--- src/rtl/hhp_pkg.sv ---
// Package for the HTTP head parser: payload structs, result kinds, error codes.
// No dependencies.
package hhp_pkg;

  localparam int unsigned POS_BITS_DEF = 16;

  typedef struct packed {
    logic [7:0] byte_req;
    logic       last;
  } hhp_in_t;

  typedef struct packed {
    logic [1:0]  kind;
    logic [2:0]  error_code;
    logic [3:0]  method;
    logic [1:0]  version;
    logic [9:0]  status_num;
    logic [15:0] span_offset;
    logic [15:0] span_length;
    logic [15:0] value_offset;
    logic [15:0] value_length;
    logic [7:0]  header_count;
    logic [15:0] body_offset;
  } hhp_out_t;

  // Byte tagged with its message position, passed from front to back.
  typedef struct packed {
    logic [7:0]  byte_req;
    logic        last;
    logic [31:0] pos;
  } hhp_tok_t;

  localparam logic [1:0] KIND_START = 2'd0;
  localparam logic [1:0] KIND_FIELD = 2'd1;
  localparam logic [1:0] KIND_END   = 2'd2;
  localparam logic [1:0] KIND_ERR   = 2'd3;

  localparam logic [2:0] ERR_METHOD = 3'd1;
  localparam logic [2:0] ERR_URL    = 3'd2;
  localparam logic [2:0] ERR_VER    = 3'd3;
  localparam logic [2:0] ERR_STATUS = 3'd4;
  localparam logic [2:0] ERR_SEP    = 3'd5;
  localparam logic [2:0] ERR_COLON  = 3'd6;
  localparam logic [2:0] ERR_TRUNC  = 3'd7;

  localparam logic [0:0] REG_MODE   = 1'b0;
  localparam logic [0:0] REG_FIELDS = 1'b1;

  // Character of method m at index i, 0 past its end.
  function automatic logic [7:0] method_char(input int m, input logic [2:0] i);
    logic [7:0] s [0:8][0:6];
    s[0] = '{"G","E","T",0,0,0,0};
    s[1] = '{"P","O","S","T",0,0,0};
    s[2] = '{"H","E","A","D",0,0,0};
    s[3] = '{"P","U","T",0,0,0,0};
    s[4] = '{"D","E","L","E","T","E",0};
    s[5] = '{"C","O","N","N","E","C","T"};
    s[6] = '{"O","P","T","I","O","N","S"};
    s[7] = '{"T","R","A","C","E",0,0};
    s[8] = '{"P","A","T","C","H",0,0};
    return s[m][i];
  endfunction

  function automatic logic [2:0] method_len(input int m);
    logic [2:0] l [0:8];
    l = '{3'd3, 3'd4, 3'd4, 3'd3, 3'd6, 3'd7, 3'd7, 3'd5, 3'd5};
    return l[m];
  endfunction

  function automatic logic is_letter(input logic [7:0] c);
    return (c >= "A" && c <= "Z") || (c >= "a" && c <= "z");
  endfunction

  function automatic logic is_digit(input logic [7:0] c);
    return c >= "0" && c <= "9";
  endfunction

endpackage

--- src/rtl/http_head_parser_unit.sv ---
// Channel   Signals                                  Direction
// in        in_valid, in_ready, in_data (hhp_in_t)   byte stream in
// out       out_valid, out_ready, out_data           results out
// cfg       cfg_we, cfg_index, cfg_wdata             register writes
// One byte per cycle while the output is not stalled. A result passes through the front
// queue and then the engine's output register before it is offered.
// Throughput is set by the engine's state update. Reset is synchronous;
// a stalled output holds the queue and, when full, the input. No clearing pass.
// Top level of the HTTP head parser. Depends on hhp_pkg and its submodules.
module http_head_parser_unit #(
  parameter int unsigned POS_BITS = hhp_pkg::POS_BITS_DEF
) (
  input  logic              clk,
  input  logic              rst_n,
  input  logic              in_valid,
  output logic              in_ready,
  input  hhp_pkg::hhp_in_t  in_data,
  output logic              out_valid,
  input  logic              out_ready,
  output hhp_pkg::hhp_out_t out_data,
  input  logic              cfg_we,
  input  logic              cfg_index,
  input  logic              cfg_wdata
);
  import hhp_pkg::*;

  hhp_tok_t f_data, q_data;
  logic     f_valid, f_ready, q_valid, q_ready;
  logic     mode_r, fields_r;

  always_ff @(posedge clk) begin
    if (!rst_n) begin
      mode_r <= 1'b0; fields_r <= 1'b1;
    end else if (cfg_we) begin
      if (cfg_index == REG_MODE) mode_r <= cfg_wdata;
      else fields_r <= cfg_wdata;
    end
  end

  hhp_front #(.POS_BITS(POS_BITS)) u_front (
    .clk, .rst_n, .in_valid, .in_ready, .in_data,
    .tok_valid(f_valid), .tok_ready(f_ready), .tok_data(f_data));

  hhp_fifo u_fifo (
    .clk, .rst_n, .wr_valid(f_valid), .wr_ready(f_ready), .wr_data(f_data),
    .rd_valid(q_valid), .rd_ready(q_ready), .rd_data(q_data));

  hhp_engine #(.POS_BITS(POS_BITS)) u_engine (
    .clk, .rst_n, .tok_valid(q_valid), .tok_ready(q_ready), .tok_data(q_data),
    .parse_mode(mode_r), .field_results(fields_r),
    .out_valid, .out_ready, .out_data);
endmodule

--- src/rtl/hhp_front.sv ---
// Front end: accepts bytes, tags each with its saturating message position.
// Depends on hhp_pkg.
module hhp_front #(
  parameter int unsigned POS_BITS = hhp_pkg::POS_BITS_DEF
) (
  input  logic             clk,
  input  logic             rst_n,
  input  logic             in_valid,
  output logic             in_ready,
  input  hhp_pkg::hhp_in_t in_data,
  output logic             tok_valid,
  input  logic             tok_ready,
  output hhp_pkg::hhp_tok_t tok_data
);
  import hhp_pkg::*;

  logic [POS_BITS-1:0] pos_r, pos_nxt;
  logic                take;

  assign in_ready  = tok_ready;
  assign tok_valid = in_valid;
  assign take      = in_valid && tok_ready;

  always_comb begin
    tok_data.byte_req = in_data.byte_req;
    tok_data.last     = in_data.last;
    tok_data.pos      = 32'(pos_r);
    pos_nxt = pos_r;
    if (take) begin
      if (in_data.last) pos_nxt = '0;
      else if (pos_r != '1) pos_nxt = pos_r + 1'b1;
    end
  end

  always_ff @(posedge clk) begin
    if (!rst_n) pos_r <= '0;
    else pos_r <= pos_nxt;
  end
endmodule

--- src/rtl/hhp_fifo.sv ---
// Two-entry queue between front end and parse engine.
// Depends on hhp_pkg.
module hhp_fifo (
  input  logic              clk,
  input  logic              rst_n,
  input  logic              wr_valid,
  output logic              wr_ready,
  input  hhp_pkg::hhp_tok_t wr_data,
  output logic              rd_valid,
  input  logic              rd_ready,
  output hhp_pkg::hhp_tok_t rd_data
);
  import hhp_pkg::*;

  hhp_tok_t   mem_r [0:1];
  logic       wp_r, rp_r;
  logic [1:0] cnt_r;
  logic       wr, rd;

  assign wr_ready = cnt_r != 2'd2;
  assign rd_valid = cnt_r != 2'd0;
  assign rd_data  = mem_r[rp_r];
  assign wr = wr_valid && wr_ready;
  assign rd = rd_valid && rd_ready;

  always_ff @(posedge clk) begin
    if (wr) mem_r[wp_r] <= wr_data;
    if (!rst_n) begin
      wp_r <= 1'b0; rp_r <= 1'b0; cnt_r <= 2'd0;
    end else begin
      if (wr) wp_r <= ~wp_r;
      if (rd) rp_r <= ~rp_r;
      cnt_r <= cnt_r + 2'(wr) - 2'(rd);
    end
  end

  assert property (@(posedge clk) disable iff (!rst_n) cnt_r <= 2'd2)
    else $error("queue count overflow");
  assert property (@(posedge clk) disable iff (!rst_n)
    (cnt_r == 2'd0) |-> !rd)
    else $error("read from empty queue");
endmodule

--- src/rtl/hhp_engine.sv ---
// Parse engine: runs the head state machine on queued bytes, registers results.
// Depends on hhp_pkg.
module hhp_engine #(
  parameter int unsigned POS_BITS = hhp_pkg::POS_BITS_DEF
) (
  input  logic              clk,
  input  logic              rst_n,
  input  logic              tok_valid,
  output logic              tok_ready,
  input  hhp_pkg::hhp_tok_t tok_data,
  input  logic              parse_mode,
  input  logic              field_results,
  output logic              out_valid,
  input  logic              out_ready,
  output hhp_pkg::hhp_out_t out_data
);
  import hhp_pkg::*;

  typedef enum logic [4:0] {
    P_START, P_METHOD, P_URL, P_URL09, P_LF_START, P_VER_WORD, P_VER_MAJOR,
    P_VER_DOT, P_VER_MINOR, P_STATUS, P_MESSAGE, P_LINE, P_NAME, P_LEAD,
    P_VALUE, P_RAW, P_END_LF
  } phase_t;

  typedef logic [POS_BITS-1:0] pos_t;

  phase_t     phase_r, phase_nxt, ph;
  pos_t       tok_r, tok_nxt, val_r, val_nxt, nend_r, nend_nxt;
  logic [8:0] cand_r, cand_nxt;
  logic [2:0] midx_r, midx_nxt;
  logic [1:0] vmaj_r, vmaj_nxt, vcode_r, vcode_nxt, dcnt_r, dcnt_nxt;
  logic [9:0] stat_r, stat_nxt;
  logic [7:0] hdr_r, hdr_nxt;
  logic       cr_r, cr_nxt, empty_r, empty_nxt, done_r, done_nxt;
  hhp_out_t   res, out_r;
  logic       have, ovalid_r, fire;
  logic [7:0] c, lc;
  pos_t       pos;
  logic [8:0] keep;
  logic [3:0] msel;

  // Output register frees while its result is taken.
  assign tok_ready = !ovalid_r || out_ready;
  assign fire      = tok_valid && tok_ready;
  assign out_valid = ovalid_r;
  assign out_data  = out_r;
  assign c   = tok_data.byte_req;
  assign pos = tok_data.pos[POS_BITS-1:0];
  assign lc  = (c >= "A" && c <= "Z") ? c + 8'd32 : c;

  always_comb begin
    msel = 4'd8;
    for (int m = 7; m >= 0; m--) if (cand_r[m]) msel = 4'(m);
  end

  always_comb begin
    phase_nxt = phase_r; tok_nxt = tok_r; val_nxt = val_r; nend_nxt = nend_r;
    cand_nxt = cand_r; midx_nxt = midx_r; vmaj_nxt = vmaj_r; vcode_nxt = vcode_r;
    dcnt_nxt = dcnt_r; stat_nxt = stat_r; hdr_nxt = hdr_r; cr_nxt = cr_r;
    empty_nxt = empty_r; done_nxt = done_r;
    res = '0; have = 1'b0; keep = '0; ph = phase_r;
    if (!done_r) begin
      if (phase_r == P_START) begin
        midx_nxt = '0;
        if (parse_mode) ph = P_VER_WORD;
        else if (c != "/") ph = P_METHOD;
        phase_nxt = ph;
      end
      if (phase_r == P_START && !parse_mode && c == "/") begin
        cand_nxt = 9'd1; vcode_nxt = 2'd0; tok_nxt = pos; phase_nxt = P_URL09;
      end else begin
        case (ph)
          P_METHOD: begin
            if (is_letter(c)) begin
              if (midx_r < 3'd7)
                for (int m = 0; m < 9; m++)
                  keep[m] = cand_r[m] && midx_r < method_len(m)
                            && method_char(m, midx_r) == c;
              cand_nxt = keep;
              if (keep == '0) begin
                have = 1'b1; res.kind = KIND_ERR; res.error_code = ERR_METHOD;
              end else if (midx_r < 3'd7) midx_nxt = midx_r + 3'd1;
            end else begin
              for (int m = 0; m < 9; m++)
                keep[m] = cand_r[m] && method_len(m) == midx_r;
              if (keep == '0) begin
                have = 1'b1; res.kind = KIND_ERR; res.error_code = ERR_METHOD;
              end else if (c != " ") begin
                have = 1'b1; res.kind = KIND_ERR; res.error_code = ERR_SEP;
              end else begin
                cand_nxt = keep; phase_nxt = P_URL; tok_nxt = pos + 1'b1;
                empty_nxt = 1'b1;
              end
            end
          end
          P_URL: begin
            if (c == " ") begin
              if (empty_r) begin
                have = 1'b1; res.kind = KIND_ERR; res.error_code = ERR_URL;
              end else begin
                val_nxt = pos; midx_nxt = '0; phase_nxt = P_VER_WORD;
              end
            end else empty_nxt = 1'b0;
          end
          P_URL09: begin
            if (c == "\r") begin
              val_nxt = pos; phase_nxt = P_LF_START;
            end else if (c == " ") begin
              have = 1'b1; res.kind = KIND_ERR; res.error_code = ERR_SEP;
            end
          end
          P_LF_START: begin
            have = 1'b1;
            if (c != "\n") begin
              res.kind = KIND_ERR; res.error_code = ERR_SEP;
            end else begin
              res.kind = KIND_START;
              if (!parse_mode) res.method = msel;
              else res.status_num = stat_r;
              res.version = vcode_r;
              res.span_offset = 16'(tok_r);
              res.span_length = 16'(pos_t'(val_r - tok_r));
              phase_nxt = P_LINE;
            end
          end
          P_VER_WORD: begin
            if (is_letter(c)) begin
              if (midx_r >= 3'd4 || lc != 8'("http" >> (8 * (3 - int'(midx_r[1:0]))))) begin
                have = 1'b1; res.kind = KIND_ERR; res.error_code = ERR_VER;
              end else midx_nxt = midx_r + 3'd1;
            end else if (midx_r != 3'd4 || c != "/") begin
              have = 1'b1; res.kind = KIND_ERR; res.error_code = ERR_VER;
            end else phase_nxt = P_VER_MAJOR;
          end
          P_VER_MAJOR: begin
            if (c < "0" || c > "2") begin
              have = 1'b1; res.kind = KIND_ERR; res.error_code = ERR_VER;
            end else begin
              vmaj_nxt = 2'(c - "0"); phase_nxt = P_VER_DOT;
            end
          end
          P_VER_DOT: begin
            if (c != ".") begin
              have = 1'b1; res.kind = KIND_ERR; res.error_code = ERR_VER;
            end else begin
              dcnt_nxt = '0; phase_nxt = P_VER_MINOR;
            end
          end
          P_VER_MINOR: begin
            if (is_digit(c)) begin
              if (dcnt_r == 2'd0)
                vcode_nxt = (vmaj_r == 2'd0) ? 2'd0 :
                            (vmaj_r == 2'd1 && c == "0") ? 2'd1 : 2'd2;
              dcnt_nxt = 2'd1;
            end else begin
              if (dcnt_r == 2'd0) vcode_nxt = (vmaj_r == 2'd0) ? 2'd0 : 2'd2;
              if (!parse_mode) begin
                if (c != "\r") begin
                  have = 1'b1; res.kind = KIND_ERR; res.error_code = ERR_SEP;
                end else phase_nxt = P_LF_START;
              end else begin
                if (c != " ") begin
                  have = 1'b1; res.kind = KIND_ERR; res.error_code = ERR_SEP;
                end else begin
                  dcnt_nxt = '0; stat_nxt = '0; phase_nxt = P_STATUS;
                end
              end
            end
          end
          P_STATUS: begin
            if (is_digit(c)) begin
              if (dcnt_r == 2'd3 || (dcnt_r == 2'd0 && (c < "1" || c > "5"))) begin
                have = 1'b1; res.kind = KIND_ERR; res.error_code = ERR_STATUS;
              end else begin
                stat_nxt = 10'((stat_r << 3) + (stat_r << 1) + 10'(c - "0"));
                dcnt_nxt = dcnt_r + 2'd1;
              end
            end else if (dcnt_r != 2'd3) begin
              have = 1'b1; res.kind = KIND_ERR; res.error_code = ERR_STATUS;
            end else if (c != " ") begin
              have = 1'b1; res.kind = KIND_ERR; res.error_code = ERR_SEP;
            end else begin
              tok_nxt = pos + 1'b1; cr_nxt = 1'b0; phase_nxt = P_MESSAGE;
            end
          end
          P_MESSAGE: begin
            if (cr_r && c == "\n") begin
              have = 1'b1;
              res.kind = KIND_START;
              if (!parse_mode) res.method = msel;
              else res.status_num = stat_r;
              res.version = vcode_r;
              res.span_offset = 16'(tok_r);
              res.span_length = 16'(pos_t'(pos - 1'b1 - tok_r));
              phase_nxt = P_LINE;
            end else cr_nxt = (c == "\r");
          end
          P_LINE: begin
            cr_nxt = 1'b0;
            if (c == "\r") phase_nxt = P_END_LF;
            else if (!field_results) phase_nxt = P_RAW;
            else begin
              tok_nxt = pos;
              if (c == ":") begin
                nend_nxt = pos; phase_nxt = P_LEAD;
              end else if (!(is_letter(c) || is_digit(c) || c == "-")) begin
                have = 1'b1; res.kind = KIND_ERR; res.error_code = ERR_COLON;
              end else phase_nxt = P_NAME;
            end
          end
          P_NAME: begin
            if (c == ":") begin
              nend_nxt = pos; phase_nxt = P_LEAD;
            end else if (!(is_letter(c) || is_digit(c) || c == "-")) begin
              have = 1'b1; res.kind = KIND_ERR; res.error_code = ERR_COLON;
            end
          end
          P_LEAD: begin
            if (c != " ") begin
              val_nxt = pos; cr_nxt = (c == "\r"); phase_nxt = P_VALUE;
            end
          end
          P_VALUE, P_RAW: begin
            if (cr_r && c == "\n") begin
              if (hdr_r != 8'hFF) hdr_nxt = hdr_r + 8'd1;
              cr_nxt = 1'b0; phase_nxt = P_LINE;
              if (ph == P_VALUE && field_results) begin
                have = 1'b1; res.kind = KIND_FIELD;
                res.span_offset  = 16'(tok_r);
                res.span_length  = 16'(pos_t'(nend_r - tok_r));
                res.value_offset = 16'(val_r);
                res.value_length = 16'(pos_t'(pos - 1'b1 - val_r));
                res.header_count = hdr_nxt;
              end
            end else cr_nxt = (c == "\r");
          end
          P_END_LF: begin
            have = 1'b1;
            if (c != "\n") begin
              res.kind = KIND_ERR; res.error_code = ERR_SEP;
            end else begin
              res.kind = KIND_END; res.header_count = hdr_r;
              res.body_offset = 16'((pos != '1) ? pos + 1'b1 : pos);
            end
          end
          default: begin
            have = 1'b1; res.kind = KIND_ERR; res.error_code = ERR_SEP;
          end
        endcase
      end
      if (have && (res.kind == KIND_ERR || res.kind == KIND_END)) done_nxt = 1'b1;
      if (tok_data.last && !done_nxt) begin
        res = '0; have = 1'b1; res.kind = KIND_ERR; res.error_code = ERR_TRUNC;
      end
    end
    if (tok_data.last) begin
      phase_nxt = P_START; tok_nxt = '0; val_nxt = '0; nend_nxt = '0;
      cand_nxt = '1; midx_nxt = '0; vmaj_nxt = '0; vcode_nxt = '0;
      stat_nxt = '0; dcnt_nxt = '0; hdr_nxt = '0; cr_nxt = 1'b0;
      empty_nxt = 1'b1; done_nxt = 1'b0;
    end
  end

  always_ff @(posedge clk) begin
    if (fire && have) out_r <= res;
    if (!rst_n) begin
      phase_r <= P_START; tok_r <= '0; val_r <= '0; nend_r <= '0;
      cand_r <= '1; midx_r <= '0; vmaj_r <= '0; vcode_r <= '0; stat_r <= '0;
      dcnt_r <= '0; hdr_r <= '0; cr_r <= 1'b0; empty_r <= 1'b1; done_r <= 1'b0;
      ovalid_r <= 1'b0;
    end else begin
      if (fire) begin
        phase_r <= phase_nxt; tok_r <= tok_nxt; val_r <= val_nxt; nend_r <= nend_nxt;
        cand_r <= cand_nxt; midx_r <= midx_nxt; vmaj_r <= vmaj_nxt;
        vcode_r <= vcode_nxt; stat_r <= stat_nxt; dcnt_r <= dcnt_nxt;
        hdr_r <= hdr_nxt; cr_r <= cr_nxt; empty_r <= empty_nxt; done_r <= done_nxt;
      end
      if (fire) ovalid_r <= have;
      else if (out_ready) ovalid_r <= 1'b0;
    end
  end

  assert property (@(posedge clk) disable iff (!rst_n)
    (fire && tok_data.last) |=> (phase_r == P_START && !done_r))
    else $error("message end did not restart parser");
  assert property (@(posedge clk) disable iff (!rst_n)
    (ovalid_r && !out_ready) |=> ($stable(out_r) && ovalid_r))
    else $error("held result changed");
  assert property (@(posedge clk) disable iff (!rst_n)
    (fire && done_r && !tok_data.last) |=> !ovalid_r)
    else $error("result after head end");
endmodule
--- config.mk ---
export PLATFORM = sky130hd
export DESIGN_NAME = http_head_parser_unit
export DESIGN_NICKNAME = d
export VERILOG_FILES = /design/src/rtl/hhp_pkg.sv /design/src/rtl/http_head_parser_unit.sv /design/src/rtl/hhp_front.sv /design/src/rtl/hhp_fifo.sv /design/src/rtl/hhp_engine.sv
export SDC_FILE = /design/constraint.sdc
export NUM_CORES = 1
export LEC_CHECK = 0
export BUFFER_PORTS_ARGS = -buffer_cell sky130_fd_sc_hd__buf_4
export CORE_ASPECT_RATIO = 1.4
export CORE_MARGIN = 5
export CORE_UTILIZATION = 49
export DETAILED_ROUTE_END_ITERATION = 12
export GPL_TIMING_DRIVEN = 1
export PLACE_DENSITY = 0.73
export SETUP_SLACK_MARGIN = 0.05
export SLEW_MARGIN = 0
export SYNTH_ARGS = -nofsm -noshare
export SYNTH_HDL_FRONTEND = slang
export SYNTH_SLANG_ARGS = --single-unit
--- constraint.sdc ---
create_clock -name clk -period 7.3 [get_ports clk]
set_clock_uncertainty 0.1 [all_clocks]
set_input_delay 1.46 -clock clk [delete_from_list [all_inputs] [get_ports clk]]
set_output_delay 1.46 -clock clk [all_outputs]
set_load 0.02 [all_outputs]
* Word-level counts from Yosys, hierarchy flattened
Memories as Yosys holds them, arrays and structs flattened. A register that Yosys moved wholly into a read port is not among the register bits. Cells that the tools add are included.
Word-level totals: flip-flop bits (word level) 224, RAM bits 50, ROM bits 576, input port bits 16, output and inout bits 111, word-level logic and storage cells 521, memories kept 10
Memories:
- (no name shown) | words 8, width 8, rd ports 1, clocked after Yosys merged registers in 0, wr ports 0, RTL line hhp_pkg.sv:61 | return s[m][i];
- (no name shown) | words 8, width 8, rd ports 1, clocked after Yosys merged registers in 0, wr ports 0, RTL line hhp_pkg.sv:61
- (no name shown) | words 8, width 8, rd ports 1, clocked after Yosys merged registers in 0, wr ports 0, RTL line hhp_pkg.sv:61
- (no name shown) | words 8, width 8, rd ports 1, clocked after Yosys merged registers in 0, wr ports 0, RTL line hhp_pkg.sv:61
- (no name shown) | words 8, width 8, rd ports 1, clocked after Yosys merged registers in 0, wr ports 0, RTL line hhp_pkg.sv:61
- (no name shown) | words 8, width 8, rd ports 1, clocked after Yosys merged registers in 0, wr ports 0, RTL line hhp_pkg.sv:61
- +4 memories
Operators by class: add/sub/neg operators 18, $lt $le $gt $ge 17, equality and inequality tests 86, shift-type cells 1, mux-type cells 257, bitwise operators 4, reduce and logical (&&, ||, !) cells 96
Operators with widths (count):
- $mux W16 | 27
- $mux W109 | 3
- $mux W5 | 55
- $mux W8 | 25
- $mux W72 | 2
- $mux W9 | 12
- $mux W48 | 2
- $pmux W16 S3 | 2
- $pmux W32 S3 | 1
- $mux W10 | 9
- $eq A8 B8 Y1 | 9
- $pmux W5 S13 | 1
- $pmux W16 S2 | 2
- $sub A16 B16 Y16 | 4
- $mux W1 | 58
- $mux W2 | 26
- $ne A3 B2 Y1 const B | 16
- $logic_and A1 B1 Y1 | 41
- $eq A5 B4 Y1 const B | 8
- $eq A8 B6 Y1 const B | 5
- $mux W3 | 12
- $mux W4 | 9
- $ne A4 B2 Y1 const B | 9
- $pmux W3 S12 | 1
- other kinds (75) | 140

* Logic depth before layout (Yosys ltp)
Gate-level depths: netlist (run 1).
depth in word-level cells 27, gate-level depth with buffers 21

* Modules after synthesis
A second synthesis (run 1) with hierarchy kept.
Second synthesis, totals: cell total of the unflattened synthesis 2070, area total of the unflattened synthesis 19862.8 µm²
By module, submodules not included:
- hhp_engine | instances 1, cells an instance 1760, area each 15061.9 µm², seq. area each 5134.9 µm²
- hhp_fifo | instances 1, cells an instance 152, area each 3400.8 µm², seq. area each 2562.5 µm²
- hhp_front | instances 1, cells an instance 149, area each 1315.0 µm², seq. area each 320.3 µm²
- http_head_parser_unit | instances 1, cells an instance 9, area each 85.1 µm², seq. area each 40.0 µm²

* Least setup slack after synthesis (run 1)
OpenSTA, ideal clock, no wires.
kind flip-flop to flip-flop, start point register with a tool-made name, end point register u_engine.out_r, in the netlist u_engine.out_data[0], enable pin, library setup time 0.462 ns, arrival time 5.134 ns, data required time 6.738 ns, setup slack 1.604 ns, cell stages (with the launch flop) 16, path buffers 2, period minus slack after synthesis 5.696 ns, path through dfxtp_1 -> buf_6 -> buf_8 -> mux2i_1 -> inv_1 -> ha_1 -> nor4bb_1 -> nor2_1 -> or3_1 -> o21ai_2 -> a211o_1 -> o21ai_1 -> nor3_2 -> o211ai_1 -> a31oi_1 -> inv_1
RTL lines:
- to (signal assigned) | RTL line hhp_engine.sv:265 | if (fire && have) out_r <= res;
- to (decl) | RTL line hhp_engine.sv:35 | hhp_out_t res, out_r;

==> metrics.cfg, run 1 <==
[worst_setup_path]
cp_cell_sequence = mux2i_1 -> inv_1 -> ha_1 -> nor4b_1 -> nor2_1 -> nor4b_2 -> buf_4 -> nor2_1 -> nor2_1 -> nor2_1 -> nand2_1 -> nor3_1 -> a21oi_1 -> nor2_1
crit_family = simple AND/OR/NAND/NOR gates
crit_path_start_kind = register
crit_type = register to register
rr_worst_depth = 14
cp_num_cells = 14
worst_path_max_delay_cell = nand2_1
required_ns = 7.71
worstPathMaxFanout = 25
cp.arrival_ns = 5.87
end_kind = register
critPathBufInv = 2
cpPeakStageDelay_ns = 0.66
cpMostUsedCell = nor2_1

[yosys]
yosysSeqAreaShare = 0.4009
netlist_instances = 1960
syn-num-nets = 2079
async_reset_ff_frac = 0
synth_edf_count = 159
yosys_warnings = 0
synth_ff_type = edfxtp_1
synth_area_um2 = 17700
synth_seq_cells = 275
syn_avg_cell_area_um2 = 9.031
synth_cell_types = 97

[run_status]
status = complete, no violations

[floorplanning]
die-area_um2 = 40080
rows = 82
dieHeight_um = 234.9
core-area_um2 = 35810
io_pins = 127
fp.dieW_um = 170.6
start_util = 0.4943

[detailed_routing]
wl_per_cell_um = 21.57
vias = 15440
drc_errors = 0
ant_nets = 0
firstDrtPassIters = 7
drt_iter0_drc = 1130
vias_per_cell = 6.080
finalWirelength_um = 54790

[sta]
drv_slew = 0
finalHoldViolations = 0
tightest_slew_ns = 1.237
fmax_ghz = 0.1831
relSlewSlack = 0.1517
fin_ws_ns = 1.838
tns_ns = 0
period_minus_slack_ns = 5.462
rsz0062_at_grt = no
setup_viol = 0
worst_hold_slack_ns = 0.3579
period_share = 0.7482

[clock_network]
clock_latency_ns = 0.59
post_cts_buffers = 0
root_buffer = clkbuf_16
clk_path_buf_depth = 3
ctsHoldBuffers = 0
cts_buffers = 29
cts.sink_count = 275
htreeDepth = 1
cts_tree = yes
clkTransAtPathRegs_ns = 0.07
ctsResizeCount = 0

[place]
dpl.hpwl_um = 41740
placedCellCount = 2485
gp_congestion = 1.027
numPortBuffers = 126
placed_area_um2 = 19030
dp_slack_ns = 1.959

[job]
max_cap_violations = 0

[global_routing]
grt_pass1_vias = 15370
grt_overflow = 0
antenna_found_initial = 1
grt_pass1_wl_um = 84560
grt_max_degree = 61
grt_use_total = 0.2657

[min_path]
worstHoldStart = u_engine.tok_r[8]
hp-class = register to register
hold_depth = 2

[layout]
drive_above_1_share = 0.1300
finalInstanceArea_um2 = 19960
fin_cells = 2540
layout.nets = 2173
synthToLayoutAreaGrowth_pct = 12.77
utilization = 0.5574

[power]
cellLeakagePower_nw = 7.303
p_total_mw = 8.402
p_per_area_nw_per_um2 = 420.9
ir_drop_mv = 0.4000

-- final timing paths --
check                             to  slack (ns)
setup / recovery  u_engine.nend_r[3]        1.84
hold / removal     u_engine.tok_r[8]        0.36
setup reg to reg  u_engine.nend_r[3]        1.84
hold reg to reg    u_engine.tok_r[8]        0.36
-- state kept, by name (all words and copies together) (netlist names), 2 cells and up, named ones only --
name	cells
u_engine.dcnt_r	2
u_engine.vcode_r	2
u_engine.vmaj_r	2
u_front.pos_r	16
u_engine.hdr_r	8
u_fifo.cnt_r	2
u_engine.cand_r	9
u_engine.nend_r	16
u_fifo.mem_r	50
u_engine.val_r	16
u_engine.midx_r	3
u_engine.tok_r	16
u_engine.out_data	109
u_engine.phase_r	5
u_engine.stat_r	10
-- cell type report --
| class | instances | area [um2] |
|---|---|---|
| Clock buffer | 37 | 787.0 |
| Antenna cell | 1 | 2.502 |
| Timing Repair Buffer | 155 | 1176 |
| Fill cell | 3186 | 15850 |
| Inverter | 102 | 385.4 |
| Sequential cell | 275 | 7098 |
| Tap cell | 462 | 578.1 |
| Clock inverter | 17 | 142.6 |
| Multi-Input combinational cell | 1491 | 9791 |
-- kinds of logic (layout without fill, tap and decap cells) --
| group | Yosys count | in the layout | synth area share |
|---|---|---|---|
| adders and majority gates | 103 | 103 | 0.07747 |
| DFF | 275 | 275 | 0.4009 |
| buffers and inverters | 194 | 311 | 0.04750 |
| other | 0 | 1 | 0 |
| AOI/OAI and AO/OA | 445 | 445 | 0.1655 |
| muxes | 48 | 48 | 0.03096 |
| and+or+nand+nor | 751 | 751 | 0.2063 |
| xor gates and xnor gates | 144 | 144 | 0.07125 |
-- cell usage after synthesis, types with 60 or more instances --
cell,n,area [um2]
xnor2_1,88,770.7
ha_1,92,1151
nand3_1,63,315.3
inv_1,97,364.1
a21oi_1,155,775.7
nand2_1,138,518.0
nor3_1,72,360.4
o21ai_0,75,375.4
clkbuf_1,60,225.2
dfxtp_1,116,2322
nor2_1,276,1036
edfxtp_1,159,4775
-- power breakdown --
part | leakage, nW | internal, mW | switching, mW
clock | 0.465 | 0.807 | 0.647
sequential | 2.49 | 2.20 | 0.261
combinational | 4.35 | 1.65 | 2.83
total | 7.30 | 4.66 | 3.74
-- worst reg2reg max path: stages (launching register included) --
cell and delay, ns:
dfxtp_2 0.52, mux2i_1 0.62, inv_1 0.30, ha_1 0.31, nor4b_1 0.18, nor2_1 0.42, nor4b_2 0.13, buf_4 0.21
nor2_1 0.55, nor2_1 0.08, nor2_1 0.43, nand2_1 0.67, nor3_1 0.67, a21oi_1 0.08, nor2_1 0.10
-- layer usage --
| metal | up-vias | wire (um) | track usage |
|---|---|---|---|
| met5 | - | 0 | 0 |
| met1 | 7367 | 19310 | 0.2847 |
| met3 | 208 | 2810 | 0.03195 |
| li1 | 7265 | - | - |
| met2 | 604 | 27790 | 0.4735 |
| met4 | 0 | 4871 | 0.1923 |
-- placed cells by master (no fill, tap or decap), types with 15 or more instances in the layout --
cell type / count
ha_1: 92
o21ai_0: 75
edfxtp_1: 159
xnor2_1: 88
a211oi_1: 19
nor3_1: 72
clkbuf_16: 29
a21o_1: 21
a21oi_1: 155
o211ai_1: 16
and3_1: 15
nor2_1: 275
nand2b_1: 36
xor2_1: 56
inv_1: 95
buf_4: 154
dfxtp_1: 115
nand3_1: 63
nand2_1: 138
nand4_1: 22
mux2i_1: 37
a31oi_1: 23
nor2b_1: 21
No activity file was read; power rests on OpenSTA's default activity.
==> run 2: changes to the inputs <==
clock period = 5.7 ns   (was 7.3 ns; I/O delays follow)
==> run 2 against run 1 <==
Effect of this change:
- cell area up 1.6%
- highest routed layer unchanged
- total power up 31%
- largest cell class unchanged
- non-clock buffer count up 32
- global-route usage up 0.64 points
- critical endpoint is now u_engine.out_data[10]
- sequential power up 27%
==> metrics.cfg, run 2 (synthesis gave the netlist of run 1 again) <==
[floorplanning]
core-area_um2 = 35810
io_pins = 127
die-area_um2 = 40080
start_util = 0.4943
fp.dieW_um = 170.6
dieHeight_um = 234.9
rows = 82

[power]
power_switching_mw = 4.852
p_seq_frac = 0.285
cellLeakagePower_nw = 7.481
power.internal_mw = 6.158
swShare = 0.4407
comb_power_share = 0.535
clockPowerShare = 0.181
p_per_area_nw_per_um2 = 542.9
ir_drop_mv = 0.3433

[sta]
rsz0062_at_grt = no
tns_ns = 0
worst_hold_slack_ns = 0.3581
period_share = 0.8809
finalHoldViolations = 0
drv_slew = 0
period_minus_slack_ns = 5.021
relSlewSlack = 0.1916
tightest_slew_ns = 1.179
fmax_ghz = 0.1992
setup_viol = 0

[worst_setup_path]
worstPathMaxFanout = 99
required_ns = 5.82
worst_path_max_delay_cell = mux2i_4
crit_type = register to register
cp_cell_sequence = mux2i_4 -> ha_1 -> nor4bb_1 -> nor2_1 -> or3_1 -> o21ai_2 -> a211o_1 -> o21ai_1 -> nor3_2 -> o211ai_1 -> a31oi_1 -> clkinvlp_4 -> buf_12
end_kind = register
cp.arrival_ns = 5.15
cpPeakStageDelay_ns = 0.55
crit_path_start_kind = register

[layout]
largest_reg_flops = 109
final_common_cell = nor2_1
layout_common_cells = 275 x nor2_1, 185 x buf_4, 159 x edfxtp_1
drive_above_1_share = 0.1433
layout.nets = 2204
synthToLayoutAreaGrowth_pct = 14.58
num_antenna_cells = 0

[detailed_routing]
firstDrtPassIters = 5
vias = 15720
wl_per_cell_um = 22.04
drc_errors = 0
drt_iter0_drc = 1243
vias_per_cell = 6.119
ant_nets = 0
finalWirelength_um = 56630

[clock_network]
htreeDepth = 1
ctsHoldBuffers = 0
clkTransAtPathRegs_ns = 0.06
root_buffer = clkbuf_16
ctsResizeCount = 0
cts_tree = yes
clk_path_buf_depth = 3
post_cts_buffers = 0
cts.sink_count = 275
cts_buffers = 28
clock_latency_ns = 0.59

[global_routing]
grt_pass1_wl_um = 86040
antenna_found_initial = 0
grt_use_total = 0.2722
grt_pass1_vias = 15440
grt_overflow = 0
grt_max_degree = 100

[min_path]
hp-class = register to register

[job]
max_cap_violations = 0

[place]
numPortBuffers = 126
gp_congestion = 1.042
dpl.hpwl_um = 43260

[run_status]
status = complete, no violations

## run 2: per-layer routing
metal | up-vias | track usage | part of all wire
met2 | 686 | 0.4819 | 0.50
met1 | 7470 | 0.2914 | 0.35
met5 | - | 0 | 0
met4 | 0 | 0.2046 | 0.089
li1 | 7314 | - | -
met3 | 250 | 0.03195 | 0.057
## run 2: worst max-delay path, delay by kind of cell, from the launching register on
kind,cells,cell delay (ns)
and+or+nand+nor,4,1.34
AOI/OAI and AO/OA,5,1.29
muxes,1,0.55
DFF,1,0.49
buffers and inverters,2,0.43
adders and majority gates,1,0.30
## run 2: power groups by stage
stage	clock network, mW	registers (mW)	logic [mW]
6_report	1.99	3.13	5.89
5_1_grt	2.09	3.18	6.30
4_1_cts	2.02	3.13	5.86
3_5_place_dp	0	3.17	5.83
3_3_place_gp	0	3.16	5.72
2_1_floorplan	0	3.61	3.41
## run 2: layout make-up
type | instances | area (um2)
inverters | 102 | 386.6
well taps | 462 | 578.1
flip-flops and latches | 275 | 7098
multi-input cells | 1491 | 9791
clock inverters | 18 | 265.3
repair buffers | 187 | 1429
fillers | 3216 | 15530
clock buffers | 34 | 733.2
## run 2: final timing paths
path | endpoint | slack [ns] | cells after the start | start
setup reg to reg | u_engine.out_data[10] | 0.68 | 13 | register
hold reg to reg | u_engine.tok_r[8] | 0.36 | 2 | u_engine.tok_r[8]
hold / removal | u_engine.tok_r[8] | 0.36 | 2 | u_engine.tok_r[8]
setup / recovery | u_engine.out_data[10] | 0.68 | 13 | register
## run 2: stage by stage
| step | utilization | area, um2 | worst slack, ns | total power, mW | cells |
|---|---|---|---|---|---|
| 2_1_floorplan | - | 17700 | 0.1354 | 7.022 | 1960 |
| 3_3_place_gp | 0.5385 | 19280 | 0.9940 | 8.878 | 2517 |
| 3_5_place_dp | 0.5385 | 19280 | 0.8268 | 9.001 | 2517 |
| 4_1_cts | 0.5664 | 20280 | 0.7983 | 11.01 | 2569 |
| 5_1_grt | 0.5664 | 20280 | 0.4197 | 11.57 | 2569 |
| 6_report | 0.5664 | 20280 | 0.6791 | 11.01 | 2569 |
